**config.mk**
```make
export PLATFORM = sky130hd
export DESIGN_NAME = rc_control_packet_builder
export DESIGN_NICKNAME = d
export VERILOG_FILES = /design/src/hdl/rcpb_pkg.sv /design/src/hdl/rcpb_front.sv /design/src/hdl/rcpb_queue.sv /design/src/hdl/rcpb_back.sv /design/src/hdl/rc_control_packet_builder.sv
export SDC_FILE = /design/constraint.sdc
export NUM_CORES = 1
export LEC_CHECK = 0
export BUFFER_PORTS_ARGS = -buffer_cell sky130_fd_sc_hd__buf_2
export CORE_ASPECT_RATIO = 1.2
export CORE_MARGIN = 2
export CORE_UTILIZATION = 50
export CTS_BUF_LIST = sky130_fd_sc_hd__clkbuf_16
export DETAILED_ROUTE_END_ITERATION = 8
export GPL_TIMING_DRIVEN = 1
export PLACE_DENSITY = 0.79
export REMOVE_ABC_BUFFERS = 1
export SLEW_MARGIN = 20
export SYNTH_ARGS = -nofsm -noshare
export SYNTH_HDL_FRONTEND = slang
export SYNTH_SLANG_ARGS = --single-unit
```
**constraint.sdc**
```tcl
create_clock -name clk_i -period 5.5 [get_ports clk_i]
set_input_delay 0.825 -clock clk_i [delete_from_list [all_inputs] [get_ports clk_i]]
set_output_delay 0.825 -clock clk_i [all_outputs]
set_load 0.005 [all_outputs]
```
**src/hdl/rcpb_pkg.sv**
```systemverilog
// ----------------------------------------------------------------------------
// rcpb_pkg
// Types and constants shared by the RC control packet builder modules.
// ----------------------------------------------------------------------------
package rcpb_pkg;

  localparam int unsigned PKT_LEN    = 16;
  localparam int unsigned BODY_LEN   = PKT_LEN - 1;
  localparam int unsigned IDX_W      = 4;
  localparam int unsigned CFG_IDX_W  = 3;
  localparam int unsigned CFG_DATA_W = 32;
  localparam int unsigned QDEPTH     = 2;

  // configuration register indexes
  typedef enum logic [CFG_IDX_W-1:0] {
    REG_FORMAT  = 3'd0,
    REG_TX_ID   = 3'd1,
    REG_BIND_CH = 3'd2,
    REG_DATA_CH = 3'd3,
    REG_PT_THR  = 3'd4
  } rcpb_reg_e;

  // packet format codes
  localparam logic [2:0] FMT_BASIC   = 3'd0;
  localparam logic [2:0] FMT_ALT     = 3'd1;
  localparam logic [2:0] FMT_LED     = 3'd2;
  localparam logic [2:0] FMT_PANTILT = 3'd3;
  localparam logic [2:0] FMT_COMPACT = 3'd4;

  // aux flag bit positions
  localparam int unsigned AUX_FLIP  = 0;
  localparam int unsigned AUX_PIC   = 1;
  localparam int unsigned AUX_VID   = 2;
  localparam int unsigned AUX_HEAD  = 3;
  localparam int unsigned AUX_RTH   = 4;
  localparam int unsigned AUX_AFLIP = 5;
  localparam int unsigned AUX_LEDN  = 6;

  localparam logic [7:0] BYTE4_VAL    = 8'h40;
  localparam logic [7:0] TRIM_HEADLS  = 8'h40;
  localparam logic [7:0] BIND_B14     = 8'hC0;
  localparam logic [7:0] TRIM_MID     = 8'h7F;
  localparam logic [14:0] PT_THR_RST  = 15'd16383;
  localparam logic [IDX_W-1:0] LAST_IDX = IDX_W'(PKT_LEN - 1);

  typedef struct packed {
    logic [2:0]  fmt;
    logic [23:0] tx_id;
    logic [31:0] bind_ch;
    logic [31:0] data_ch;
    logic [14:0] pt_thr;
  } rcpb_cfg_t;

  typedef struct packed {
    logic [7:0]         throttle;
    logic [7:0]         rudder;
    logic [7:0]         elevator;
    logic [7:0]         aileron;
    logic signed [15:0] pan;
    logic signed [15:0] tilt;
    logic [6:0]         aux;
  } rcpb_tick_t;

  // one packet ready for serialization: bytes 0..14, channel, phase flag
  typedef struct packed {
    logic [BODY_LEN-1:0][7:0] body;
    logic [7:0]               chan;
    logic                     is_bind;
  } rcpb_desc_t;

  function automatic logic [7:0] trim_of(input logic [7:0] x);
    logic [7:0] t;
    t = x[7] ? x : 8'(TRIM_MID - x);
    return t >> 1;
  endfunction

endpackage

```
**src/hdl/rcpb_front.sv**
```systemverilog
// ----------------------------------------------------------------------------
// rcpb_front
// Tick sequencer: tracks phase, bind countdown, hop position and blink
// counter, and assembles the packet body for each tick that sends one.
// ----------------------------------------------------------------------------
module rcpb_front #(
  parameter int unsigned BIND_PACKETS = 150,
  parameter int unsigned HOP_CHANNELS = 4
) (
  input  logic                clk_i,
  input  logic                rst_ni,
  input  rcpb_pkg::rcpb_cfg_t cfg_i,
  input  logic                take_i,
  input  rcpb_pkg::rcpb_tick_t tick_i,
  output logic                push_o,
  output rcpb_pkg::rcpb_desc_t desc_o
);

  localparam int unsigned HopN = 2 * HOP_CHANNELS;
  localparam int unsigned HopW = (HopN > 1) ? $clog2(HopN) : 1;

  typedef enum logic [1:0] {PH_INIT, PH_BIND, PH_DATA} phase_e;

  phase_e          phase_q, phase_d;
  logic [7:0]      cnt_q, cnt_d;
  logic [HopW-1:0] hop_q, hop_d;
  logic [7:0]      blink_q, blink_d;

  logic            build, bind_ph;
  logic [HopW+1:0] hop_wide;
  logic [1:0]      entry;
  logic [31:0]     table_sel;
  logic [6:0]      aux;
  logic [7:0]      pt_bits;
  logic [7:0]      b10, b11, b14;
  logic signed [16:0] pan17, tilt17, thr17;
  logic            pan_out, tilt_out, blink_on;

  assign aux     = tick_i.aux;
  assign bind_ph = (phase_q == PH_BIND);

  always_comb begin
    phase_d = phase_q;
    cnt_d   = cnt_q;
    build   = 1'b0;
    if (take_i) begin
      unique case (phase_q)
        PH_INIT: phase_d = PH_BIND;
        PH_BIND: begin
          if (cnt_q == 8'd0) begin
            phase_d = PH_DATA;
          end else begin
            cnt_d = cnt_q - 8'd1;
            build = 1'b1;
          end
        end
        PH_DATA: build = 1'b1;
        default: phase_d = PH_INIT;
      endcase
    end
  end

  // hop channel: each entry serves two packets in a row
  assign hop_wide  = {2'b00, hop_q};
  assign entry     = hop_wide[2:1];
  assign table_sel = bind_ph ? cfg_i.bind_ch : cfg_i.data_ch;
  assign hop_d     = (hop_q == HopW'(HopN - 1)) ? '0 : hop_q + HopW'(1);

  // pan/tilt bits, gated by the blink counter after its increment
  assign blink_d  = blink_q + 8'd1;
  assign blink_on = blink_d[4];
  assign pan17    = 17'(tick_i.pan);
  assign tilt17   = 17'(tick_i.tilt);
  assign thr17    = {2'b00, cfg_i.pt_thr};
  assign pan_out  = (pan17 > thr17) || (pan17 < -thr17);
  assign tilt_out = (tilt17 > thr17) || (tilt17 < -thr17);

  always_comb begin
    pt_bits = 8'h00;
    if (blink_on && pan_out) begin
      pt_bits = tick_i.pan[15] ? 8'h08 : 8'h04;
    end
    if (blink_on && tilt_out) begin
      pt_bits = pt_bits + (tick_i.tilt[15] ? 8'h20 : 8'h10);
    end
  end

  always_comb begin
    b10 = 8'h00;
    b11 = 8'h00;
    b14 = 8'h00;
    unique case (cfg_i.fmt) inside
      rcpb_pkg::FMT_BASIC, rcpb_pkg::FMT_PANTILT, rcpb_pkg::FMT_COMPACT: begin
        b10 = ((cfg_i.fmt == rcpb_pkg::FMT_PANTILT) ? pt_bits : 8'h00)
              + {6'd0, aux[rcpb_pkg::AUX_RTH], aux[rcpb_pkg::AUX_HEAD]};
        b14 = {2'b00, aux[rcpb_pkg::AUX_LEDN], aux[rcpb_pkg::AUX_VID],
               aux[rcpb_pkg::AUX_PIC], 2'b00, aux[rcpb_pkg::AUX_FLIP]};
      end
      rcpb_pkg::FMT_ALT: begin
        b10 = {6'd0, aux[rcpb_pkg::AUX_LEDN], 1'b0};
        b11 = {7'd0, aux[rcpb_pkg::AUX_RTH]};
        b14 = {2'b00, aux[rcpb_pkg::AUX_HEAD], aux[rcpb_pkg::AUX_AFLIP], 1'b0,
               aux[rcpb_pkg::AUX_FLIP], 2'b10};
      end
      default: begin
        b10 = {4'b0001, 2'b00, aux[rcpb_pkg::AUX_LEDN], aux[rcpb_pkg::AUX_AFLIP]};
        b14 = {3'b000, aux[rcpb_pkg::AUX_VID], aux[rcpb_pkg::AUX_PIC],
               aux[rcpb_pkg::AUX_FLIP], 2'b10};
      end
    endcase
    if (bind_ph) begin
      b14 = rcpb_pkg::BIND_B14;
    end
  end

  always_comb begin
    desc_o.body[0]  = tick_i.throttle;
    desc_o.body[1]  = tick_i.rudder;
    desc_o.body[2]  = tick_i.elevator;
    desc_o.body[3]  = tick_i.aileron;
    desc_o.body[4]  = rcpb_pkg::BYTE4_VAL;
    desc_o.body[5]  = aux[rcpb_pkg::AUX_HEAD] ? rcpb_pkg::TRIM_HEADLS
                                              : rcpb_pkg::trim_of(tick_i.elevator);
    desc_o.body[6]  = aux[rcpb_pkg::AUX_HEAD] ? rcpb_pkg::TRIM_HEADLS
                                              : rcpb_pkg::trim_of(tick_i.aileron);
    desc_o.body[7]  = cfg_i.tx_id[23:16];
    desc_o.body[8]  = cfg_i.tx_id[15:8];
    desc_o.body[9]  = cfg_i.tx_id[7:0];
    desc_o.body[10] = b10;
    desc_o.body[11] = b11;
    desc_o.body[12] = 8'h00;
    desc_o.body[13] = 8'h00;
    desc_o.body[14] = b14;
    desc_o.chan     = table_sel[entry*8 +: 8];
    desc_o.is_bind  = bind_ph;
  end

  assign push_o = build;

  always_ff @(posedge clk_i or negedge rst_ni) begin
    if (!rst_ni) begin
      phase_q <= PH_INIT;
      cnt_q   <= 8'(BIND_PACKETS);
      hop_q   <= '0;
      blink_q <= 8'd0;
    end else begin
      phase_q <= phase_d;
      cnt_q   <= cnt_d;
      if (build) begin
        hop_q <= hop_d;
        if (cfg_i.fmt == rcpb_pkg::FMT_PANTILT) begin
          blink_q <= blink_d;
        end
      end
    end
  end

endmodule

```
**src/hdl/rcpb_queue.sv**
```systemverilog
// ----------------------------------------------------------------------------
// rcpb_queue
// Short queue of packet descriptors between the sequencer and serializer.
// ----------------------------------------------------------------------------
module rcpb_queue (
  input  logic                 clk_i,
  input  logic                 rst_ni,
  input  logic                 wr_i,
  input  rcpb_pkg::rcpb_desc_t wdata_i,
  input  logic                 rd_i,
  output rcpb_pkg::rcpb_desc_t rdata_o,
  output logic                 full_o,
  output logic                 empty_o
);

  localparam int unsigned PtrW = (rcpb_pkg::QDEPTH > 1) ? $clog2(rcpb_pkg::QDEPTH) : 1;
  localparam int unsigned CntW = $clog2(rcpb_pkg::QDEPTH + 1);

  rcpb_pkg::rcpb_desc_t slot_q [rcpb_pkg::QDEPTH];
  logic [PtrW-1:0]      wptr_q, rptr_q;
  logic [CntW-1:0]      cnt_q;

  assign full_o  = (cnt_q == CntW'(rcpb_pkg::QDEPTH));
  assign empty_o = (cnt_q == '0);
  assign rdata_o = slot_q[rptr_q];

  function automatic logic [PtrW-1:0] next_ptr(input logic [PtrW-1:0] p);
    return (p == PtrW'(rcpb_pkg::QDEPTH - 1)) ? '0 : p + PtrW'(1);
  endfunction

  always_ff @(posedge clk_i) begin
    if (wr_i) begin
      slot_q[wptr_q] <= wdata_i;
    end
  end

  always_ff @(posedge clk_i or negedge rst_ni) begin
    if (!rst_ni) begin
      wptr_q <= '0;
      rptr_q <= '0;
      cnt_q  <= '0;
    end else begin
      if (wr_i) begin
        wptr_q <= next_ptr(wptr_q);
      end
      if (rd_i) begin
        rptr_q <= next_ptr(rptr_q);
      end
      if (wr_i && !rd_i) begin
        cnt_q <= cnt_q + CntW'(1);
      end else if (rd_i && !wr_i) begin
        cnt_q <= cnt_q - CntW'(1);
      end
    end
  end

endmodule

```
**src/hdl/rcpb_back.sv**
```systemverilog
// ----------------------------------------------------------------------------
// rcpb_back
// Serializer: sends one packet byte per cycle into an output register while
// a waiting byte does not stall it, running the sum checksum.
// ----------------------------------------------------------------------------
module rcpb_back (
  input  logic                      clk_i,
  input  logic                      rst_ni,
  input  logic                      avail_i,
  input  rcpb_pkg::rcpb_desc_t      desc_i,
  output logic                      done_o,
  input  logic                      pop_i,
  output logic                      empty_o,
  output logic [7:0]                packet_byte_o,
  output logic [rcpb_pkg::IDX_W-1:0] byte_index_o,
  output logic [7:0]                rf_channel_o,
  output logic                      is_bind_o,
  output logic                      last_byte_o
);

  logic                       ov_q;
  logic [rcpb_pkg::IDX_W-1:0] idx_q;
  logic [7:0]                 sum_q;
  logic                       adv, at_last;
  logic [7:0]                 cur_byte;
  logic [7:0]                 byte_q;
  logic [rcpb_pkg::IDX_W-1:0] oidx_q;
  logic [7:0]                 chan_q;
  logic                       bind_q, last_q;

  assign adv     = avail_i && (!ov_q || pop_i);
  assign at_last = (idx_q == rcpb_pkg::LAST_IDX);
  assign done_o  = adv && at_last;

  always_comb begin
    if (at_last) begin
      cur_byte = sum_q;
    end else begin
      cur_byte = desc_i.body[idx_q];
    end
  end

  always_ff @(posedge clk_i or negedge rst_ni) begin
    if (!rst_ni) begin
      ov_q  <= 1'b0;
      idx_q <= '0;
      sum_q <= 8'd0;
    end else begin
      if (adv) begin
        ov_q <= 1'b1;
      end else if (pop_i) begin
        ov_q <= 1'b0;
      end
      if (adv) begin
        // wrap to byte zero and clear the sum after the checksum goes out
        idx_q <= at_last ? '0 : idx_q + rcpb_pkg::IDX_W'(1);
        sum_q <= at_last ? 8'd0 : sum_q + cur_byte;
      end
    end
  end

  always_ff @(posedge clk_i) begin
    if (adv) begin
      byte_q <= cur_byte;
      oidx_q <= idx_q;
      chan_q <= desc_i.chan;
      bind_q <= desc_i.is_bind;
      last_q <= at_last;
    end
  end

  assign empty_o       = !ov_q;
  assign packet_byte_o = byte_q;
  assign byte_index_o  = oidx_q;
  assign rf_channel_o  = chan_q;
  assign is_bind_o     = bind_q;
  assign last_byte_o   = last_q;

endmodule

```
**src/hdl/rc_control_packet_builder.sv**
```systemverilog
// ----------------------------------------------------------------------------
// rc_control_packet_builder
// Builds 16-byte bind and data packets of an RC transmitter link, one packet
// per sending tick, with a trailing 8-bit sum checksum.
// ----------------------------------------------------------------------------
//  Channel   Handshake          Payload
//  tick in   push_i / full_o    throttle, rudder, elevator, aileron, pan, tilt, aux
//  byte out  pop_i / empty_o    packet_byte, byte_index, rf_channel, is_bind, last_byte
//  config    cfg_valid_i/ready  cfg_index_i (3 bits), cfg_data_i (32 bits)
//
//  A packet tick yields 16 result bytes, one per cycle while pop_i takes them;
//  the serializer's single byte per cycle limits the sustained tick rate.
//  Silent ticks (first after reset, bind-to-data switch) produce no bytes.
//  A two-entry descriptor queue lets ticks enter while bytes are stalled.
//  Reset returns to the init phase with control and config registers reset.
// ----------------------------------------------------------------------------
module rc_control_packet_builder #(
  parameter int unsigned BIND_PACKETS = 150,
  parameter int unsigned HOP_CHANNELS = 4
) (
  input  logic                              clk_i,
  input  logic                              rst_ni,
  input  logic                              push_i,
  output logic                              full_o,
  input  logic [7:0]                        throttle_i,
  input  logic [7:0]                        rudder_i,
  input  logic [7:0]                        elevator_i,
  input  logic [7:0]                        aileron_i,
  input  logic signed [15:0]                pan_value_i,
  input  logic signed [15:0]                tilt_value_i,
  input  logic [6:0]                        aux_flags_i,
  input  logic                              pop_i,
  output logic                              empty_o,
  output logic [7:0]                        packet_byte_o,
  output logic [3:0]                        byte_index_o,
  output logic [7:0]                        rf_channel_o,
  output logic                              is_bind_o,
  output logic                              last_byte_o,
  input  logic                              cfg_valid_i,
  output logic                              cfg_ready_o,
  input  logic [rcpb_pkg::CFG_IDX_W-1:0]    cfg_index_i,
  input  logic [rcpb_pkg::CFG_DATA_W-1:0]   cfg_data_i
);

  rcpb_pkg::rcpb_cfg_t  cfg_q;
  rcpb_pkg::rcpb_tick_t tick;
  rcpb_pkg::rcpb_desc_t wdesc, rdesc;
  logic                 take, qpush, qfull, qempty, qpop;

  // configuration registers
  assign cfg_ready_o = 1'b1;

  always_ff @(posedge clk_i or negedge rst_ni) begin
    if (!rst_ni) begin
      cfg_q.fmt     <= rcpb_pkg::FMT_BASIC;
      cfg_q.tx_id   <= 24'd0;
      cfg_q.bind_ch <= 32'd0;
      cfg_q.data_ch <= 32'd0;
      cfg_q.pt_thr  <= rcpb_pkg::PT_THR_RST;
    end else if (cfg_valid_i) begin
      unique case (cfg_index_i)
        rcpb_pkg::REG_FORMAT:  cfg_q.fmt     <= cfg_data_i[2:0];
        rcpb_pkg::REG_TX_ID:   cfg_q.tx_id   <= cfg_data_i[23:0];
        rcpb_pkg::REG_BIND_CH: cfg_q.bind_ch <= cfg_data_i;
        rcpb_pkg::REG_DATA_CH: cfg_q.data_ch <= cfg_data_i;
        rcpb_pkg::REG_PT_THR:  cfg_q.pt_thr  <= cfg_data_i[14:0];
        default: ;
      endcase
    end
  end

  assign full_o = qfull;
  assign take   = push_i && !qfull;

  assign tick.throttle = throttle_i;
  assign tick.rudder   = rudder_i;
  assign tick.elevator = elevator_i;
  assign tick.aileron  = aileron_i;
  assign tick.pan      = pan_value_i;
  assign tick.tilt     = tilt_value_i;
  assign tick.aux      = aux_flags_i;

  rcpb_front #(
    .BIND_PACKETS(BIND_PACKETS),
    .HOP_CHANNELS(HOP_CHANNELS)
  ) u_front (
    .clk_i (clk_i),
    .rst_ni(rst_ni),
    .cfg_i (cfg_q),
    .take_i(take),
    .tick_i(tick),
    .push_o(qpush),
    .desc_o(wdesc)
  );

  rcpb_queue u_queue (
    .clk_i  (clk_i),
    .rst_ni (rst_ni),
    .wr_i   (qpush),
    .wdata_i(wdesc),
    .rd_i   (qpop),
    .rdata_o(rdesc),
    .full_o (qfull),
    .empty_o(qempty)
  );

  rcpb_back u_back (
    .clk_i        (clk_i),
    .rst_ni       (rst_ni),
    .avail_i      (!qempty),
    .desc_i       (rdesc),
    .done_o       (qpop),
    .pop_i        (pop_i),
    .empty_o      (empty_o),
    .packet_byte_o(packet_byte_o),
    .byte_index_o (byte_index_o),
    .rf_channel_o (rf_channel_o),
    .is_bind_o    (is_bind_o),
    .last_byte_o  (last_byte_o)
  );

endmodule

```
# After elaboration in Yosys (flattened, before gate mapping)
# Memories as Yosys holds them, arrays and structs flattened.
# Cells that the tools add are included.
# totals
output_inout_bits	25
wordCells	120
n_memories	1
ram_bits	192
register_bits	166
# op_classes
add_sub_neg	14
n_bitwise	2
order_cmp	5
reduce_logical	31
n_shift	1
eq_ne	13
mux	33
# memory_table
name	depth	word_bits	read_ports	rd_ports_with_merged_regs	write_ports	line	rtl
u_queue.slot_q	2	96	1	0	1	rcpb_queue.sv:19	rcpb_pkg::rcpb_desc_t slot_q [rcpb_pkg::QDEPTH];
# ops
cell	n
2-to-1 mux 8 bit	9
< comparator 16 x 17 -> 1 bit	2
binary-select mux 8 bit (select 4 bit)	1
> comparator 16 bit	2
2-to-1 mux 32 bit	1
indexed part select 32 x 6 -> 8 bit	1
negator 15 -> 17 bit	1
adder 8 bit	2
case mux 8 bit (2 select lines)	1
subtractor 7 x 8 -> 8 bit, first input constant	2
2-to-1 mux 7 bit	2
case mux 6 bit (2 select lines)	1
AND reduction 2 bit	6
equality test 3 x 2 -> 1 bit, second input constant	3
equality test 3 bit, second input constant	3
2-to-1 mux 1 bit	9
adder 8 x 1 -> 8 bit, second input constant	1
adder 8 x 2 -> 8 bit	1
zero test 8 bit	1
2-to-1 mux 4 bit	2
subtractor 8 x 1 -> 8 bit, second input constant	1
logical AND 1 bit	7
equality test 3 x 1 -> 1 bit, second input constant	2
zero test 3 bit	2
other kinds (22)	36

# Depth between registers and ports, before layout
# depth
depth_word	10
mapped_depth	16

# By module
# A second synthesis with hierarchy kept.
# hier_totals
cells_unflattened	1348
hier_area_um2	20332.0
# by_module_without_submodules
mod	seq_area_each_um2	cells_per_inst	area_each_um2	n_inst
rcpb_queue	7847.5	417	9521.6	1
rc_control_packet_builder	2670.1	233	4174.0	1
rcpb_front	455.4	485	4136.5	1
rcpb_back	985.9	213	2499.9	1

# Worst setup path after synthesis
# Ideal clock, no wire load.
# synth_path
path_kind	register to register
startpoint	reg u_front.phase_q[1]
endpoint	mem u_queue.slot_q[0][10] in the netlist's numbering, enable pin
t_arrival_ps	5453
path_slack_ps	-507
period_less_slack_ps	6007
required_ps	4946
stages_incl_launch_ff	9
cell_sequence	dfrtp_1 inv_1 ha_1 buf_2 inv_1 a41oi_1 o2111a_1 buf_2 nor2b_1
# synth_between
elab_chain_cells	5
elab_cells_between_ends	6
# synth_lines
element	line	rtl
start: declaration	rcpb_front.sv:24	phase_e phase_q, phase_d;
start signal: assignment	rcpb_front.sv:147	phase_q <= phase_d;
equality test 2 bit or equality test 2 x 1 -> 1 bit (tied branches)	rcpb_front.sv:47	unique case (phase_q)
case mux 1 bit (2 select lines) (*)	rcpb_front.sv:47	
2-to-1 mux 1 bit (*)	rcpb_front.sv:46	if (take_i) begin
net qpush	rc_control_packet_builder.sv:48	logic take, qpush, qfull, qempty, qpop;
2-to-1 mux 1 bit (*)	rcpb_queue.sv:32	if (wr_i) begin
2-to-1 mux 1 bit (implied by the code) (*)	rcpb_queue.sv:33	slot_q[wptr_q] <= wdata_i;
end: declaration	rcpb_queue.sv:19	
# Mark *: on every way through the listed nets, which the timed path passes. The rest lies on a longest branch.

# Worst setup path in the final report
# layout_path
startpoint	reg u_back.idx_q[0] in the netlist's numbering
endpoint	reg u_back.sum_q[6]
# layout_between
elab_chain_cells	5
elab_cells_between_ends	6
# layout_lines
element	line	rtl
start: declaration	rcpb_back.sv:22	logic [rcpb_pkg::IDX_W-1:0] idx_q;
start signal: assignment	rcpb_back.sv:56	idx_q <= at_last ? '0 : idx_q + rcpb_pkg::IDX_W'(1);
binary-select mux 8 bit (select 4 bit)	rcpb_back.sv:39	cur_byte = desc_i.body[idx_q];
2-to-1 mux 8 bit (implied by the code)	rcpb_back.sv:39	
2-to-1 mux 8 bit (*)	rcpb_back.sv:36	if (at_last) begin
net u_back.cur_byte[0]	rcpb_back.sv:25	logic [7:0] cur_byte;
adder 8 bit (*)	rcpb_back.sv:57	sum_q <= at_last ? 8'd0 : sum_q + cur_byte;
2-to-1 mux 8 bit (*)	rcpb_back.sv:57	
end signal: assignment	rcpb_back.sv:57	
end: declaration	rcpb_back.sv:23	logic [7:0] sum_q;
# Mark *: on every way through the listed nets, which the timed path passes. The rest lies on a longest branch. The select of a mux whose other input is x is not followed.
# A chain may end at the register's enable or synchronous reset.

==> results.toml <==
[routing]
wire_per_inst_um = 21.3
dr.first_iter.drc_count = 725
ant_nets = 0
vias = 9837
wl_um = 35600
first_pass_iters = 5
vias_per_cell = 5.89
drcViolationCount = 0

[setup_path]
end_kind = "register"
worstPathMaxFanout = 26
critPathKind = "register to register"
cp-start-kind = "register"
required_ns = 5.86
cp.arrival_ns = 4.43

[sta]
min_period_ns = 4.06
timing.fmax_ghz = 0.246
hold_viol_final = 0
drv_slew = 0
rsz0062_at_grt = "no"
fin_skew_ns = 0.0131
finalCritPeriodShare_pct = 73.9
setup_viol = 0
slew_headroom_pct = 40.6
finalSetupTns_ns = 0
tightest_slew_ns = 0.890
worst_slack_ns = 1.44

[clock_tree]
cts_buffers = 36
cts.clk_slew.worst_paths_ns = 0.06
cts_setup_buffers = 0
cts.sinks = 347
root_buffer = "clkbuf_16"
insertion_delay_ns = 0.51
clk_path_buf_depth = 3
cts_hold_buf = 0
cts_tree = "built"
ctsResizeCount = 0
cts_max_level = 2

[floorplanning]
initial_core_util_pct = 50.4
io_pins = 136
die-area_mm2 = 0.0338
core_area_mm2 = 0.0321
fp-row-count = 72
die_w_um = 168
die_h_um = 201

[synth]
async_flop_share_pct = 40.6
syn-cell-area_mm2 = 0.0162
synth_ff_type = "edfxtp_1"
synth_warnings = 0
ys_ff_latch = 347
ys_types = 70
synth-seq-area-share_pct = 60.3
netlist_instances = 1092
synth_edf_count = 206
syn_area_per_cell_um2 = 14.8

[global_routing]
grt_pass1_wl_um = 56400
grt_max_degree = 85
overflow = 0
grt_usage_pct = 21.4
grt_pass1_vias = 10300
antenna_found_initial = 1

[placed_design]
dp_cells = 1605
gp_congestion = 0.862
dpl_cell_area_mm2 = 0.0173
pre_cts_ws_ns = 1.46
dp_hpwl_um = 25000
io_buffers = 134

[cells_and_area]
finalNetCount = 1424
fillers = 2490
fin_cells = 1670
area_growth_pct = 14.3
drive_above_1_share_pct = 31.3
stdcell_area_mm2 = 0.0185
n_antenna_cell = 0

[worst_hold_path]
hold_class = "input pin to asynchronous set/reset pin"

[job]
maxCapViolations = 0

[power]
p_leak_nw = 7.26
ir_drop_mv = 0.252
power_density_mw_per_mm2 = 488

[run_status]
outcome = "finished, final reports clean"
layout make-up:
class	instances	area (um2)	area share (%)
repair buffers	152	832	4.51
well taps	407	509	2.76
clock buffers	37	926	5.01
clock inverters	27	239	1.29
inverters	37	139	0.752
multi-input cells	663	6080	32.9
flip-flops and latches	347	9740	52.8
per-layer routing:
metal | up-vias | global-route usage, % | part of all wire [%]
li1 | 4476 | - | -
met1 | 4975 | 27.8 | 41
met2 | 316 | 37.2 | 51
met3 | 68 | 3.29 | 5.6
met4 | 2 | 6.77 | 3.0
met5 | - | 0 | 0.036
flip-flops by register name, indices dropped and copies added (netlist names):
| name | cells |
|---|---|
| u_front.phase_q | 2 |
| u_front.hop_q | 3 |
| u_queue.cnt_q | 2 |
| u_front.blink_q | 5 |
| u_back.byte_index_o | 4 |
| u_queue.slot_q | 184 |
| u_back.idx_q | 4 |
| u_back.packet_byte_o | 8 |
| u_back.rf_channel_o | 8 |
| u_queue.wptr_q | 1 |
| cfg_q | 106 |
| u_back.is_bind_o | 1 |
| u_front.cnt_q | 8 |
| u_back.ov_q | 1 |
| u_queue.rptr_q | 1 |
| u_back.last_byte_o | 1 |
| u_back.sum_q | 8 |
cells in the mapped netlist, types with 10 or more instances:
| master | n | area [um2] |
|---|---|---|
| mux4_2 | 38 | 856 |
| nor2b_1 | 13 | 81.3 |
| mux2_2 | 116 | 1310 |
| o31ai_1 | 11 | 82.6 |
| xor2_1 | 21 | 184 |
| a21oi_1 | 21 | 105 |
| clkbuf_1 | 24 | 90.1 |
| inv_1 | 36 | 135 |
| nor3_1 | 12 | 60.1 |
| a31oi_1 | 10 | 62.6 |
| ha_1 | 75 | 938 |
| dfstp_2 | 18 | 473 |
| dfrtp_1 | 123 | 3080 |
| mux2i_1 | 35 | 350 |
| a21o_1 | 11 | 82.6 |
| o21ai_0 | 37 | 185 |
| xnor2_1 | 26 | 228 |
| edfxtp_1 | 206 | 6190 |
| nand2_1 | 56 | 210 |
| nand3_1 | 17 | 85.1 |
| nor2_1 | 40 | 150 |
| buf_2 | 10 | 50.1 |
report_power, final:
| group | internal (mW) | switching [mW] | total, mW |
|---|---|---|---|
| Combinational | 1.30 | 1.43 | 2.73 |
| Sequential | 3.46 | 0.417 | 3.88 |
| Clock | 1.41 | 0.985 | 2.40 |
| Total | 6.17 | 2.84 | 9.01 |
logic make-up (layout without fill, tap and decap cells):
group           after synthesis  in the layout  share of synthesized area, %
simple gates                186            186                          5.89
compound gates              158            158                          6.71
other cells                   1              1                        0.0232
buf+inv                      82            253                          2.25
mux                         195            195                          16.4
flops                       347            347                          60.3
fa+ha+maj                    76             76                          5.93
xor+xnor                     47             47                          2.55
metrics by stage:
step	total power, mW	util, %	hold slack, ns
floorplan	5.75	-	0.438
finish	9.01	57.6	0.359
global placement	6.52	53.9	0.448
global route	9.49	57.6	0.431
CTS	9.05	57.5	0.417
detailed placement	6.63	53.9	0.459
critical path, stage by stage, from the launching register on:
cell and delay [ns]:
dfrtp_1 0.68, buf_4 0.43, and3b_1 0.27, nand2_1 0.07, o221ai_1 0.10, a2111oi_0 0.57, o31ai_1 0.19, ha_1 0.27
fa_1 0.41, a21o_1 0.19, a21oi_1 0.23, o21bai_1 0.09, a21oi_1 0.17, xor2_1 0.16, o31ai_1 0.08
path summary, 6_finish.rpt:
check	start	slack (ns)	to	depth (start not counted)
max in group asynchronous	rst_ni	3.82	cfg_q[27]	2
setup reg to reg	u_back.idx_q[0]	1.44	u_back.sum_q[6]	14
setup / recovery	u_back.idx_q[0]	1.44	u_back.sum_q[6]	14
hold reg to reg	cfg_q[84]	0.46	u_queue.slot_q[1][76]	0
hold / removal	rst_ni	0.36	cfg_q[101]	1
min in group clk_i	cfg_q[84]	0.46	u_queue.slot_q[1][76]	0
placed cells by master (no fill, tap or decap), types with 9 or more instances in the layout:
| cell type | count |
|---|---|
| a21o_1 | 11 |
| a21oi_1 | 21 |
| a31oi_1 | 10 |
| buf_2 | 133 |
| buf_4 | 17 |
| clkbuf_16 | 37 |
| clkinv_1 | 9 |
| dfrtp_1 | 122 |
| dfstp_2 | 18 |
| edfxtp_1 | 206 |
| ha_1 | 75 |
| inv_1 | 39 |
| mux2_2 | 116 |
| mux2i_1 | 35 |
| mux4_2 | 38 |
| nand2_1 | 56 |
| nand3_1 | 17 |
| nor2_1 | 38 |
| nor2b_1 | 12 |
| nor3_1 | 11 |
| o21ai_0 | 37 |
| o31ai_1 | 11 |
| xnor2_1 | 26 |
| xor2_1 | 21 |
No activity file was read; power rests on OpenSTA's default activity.
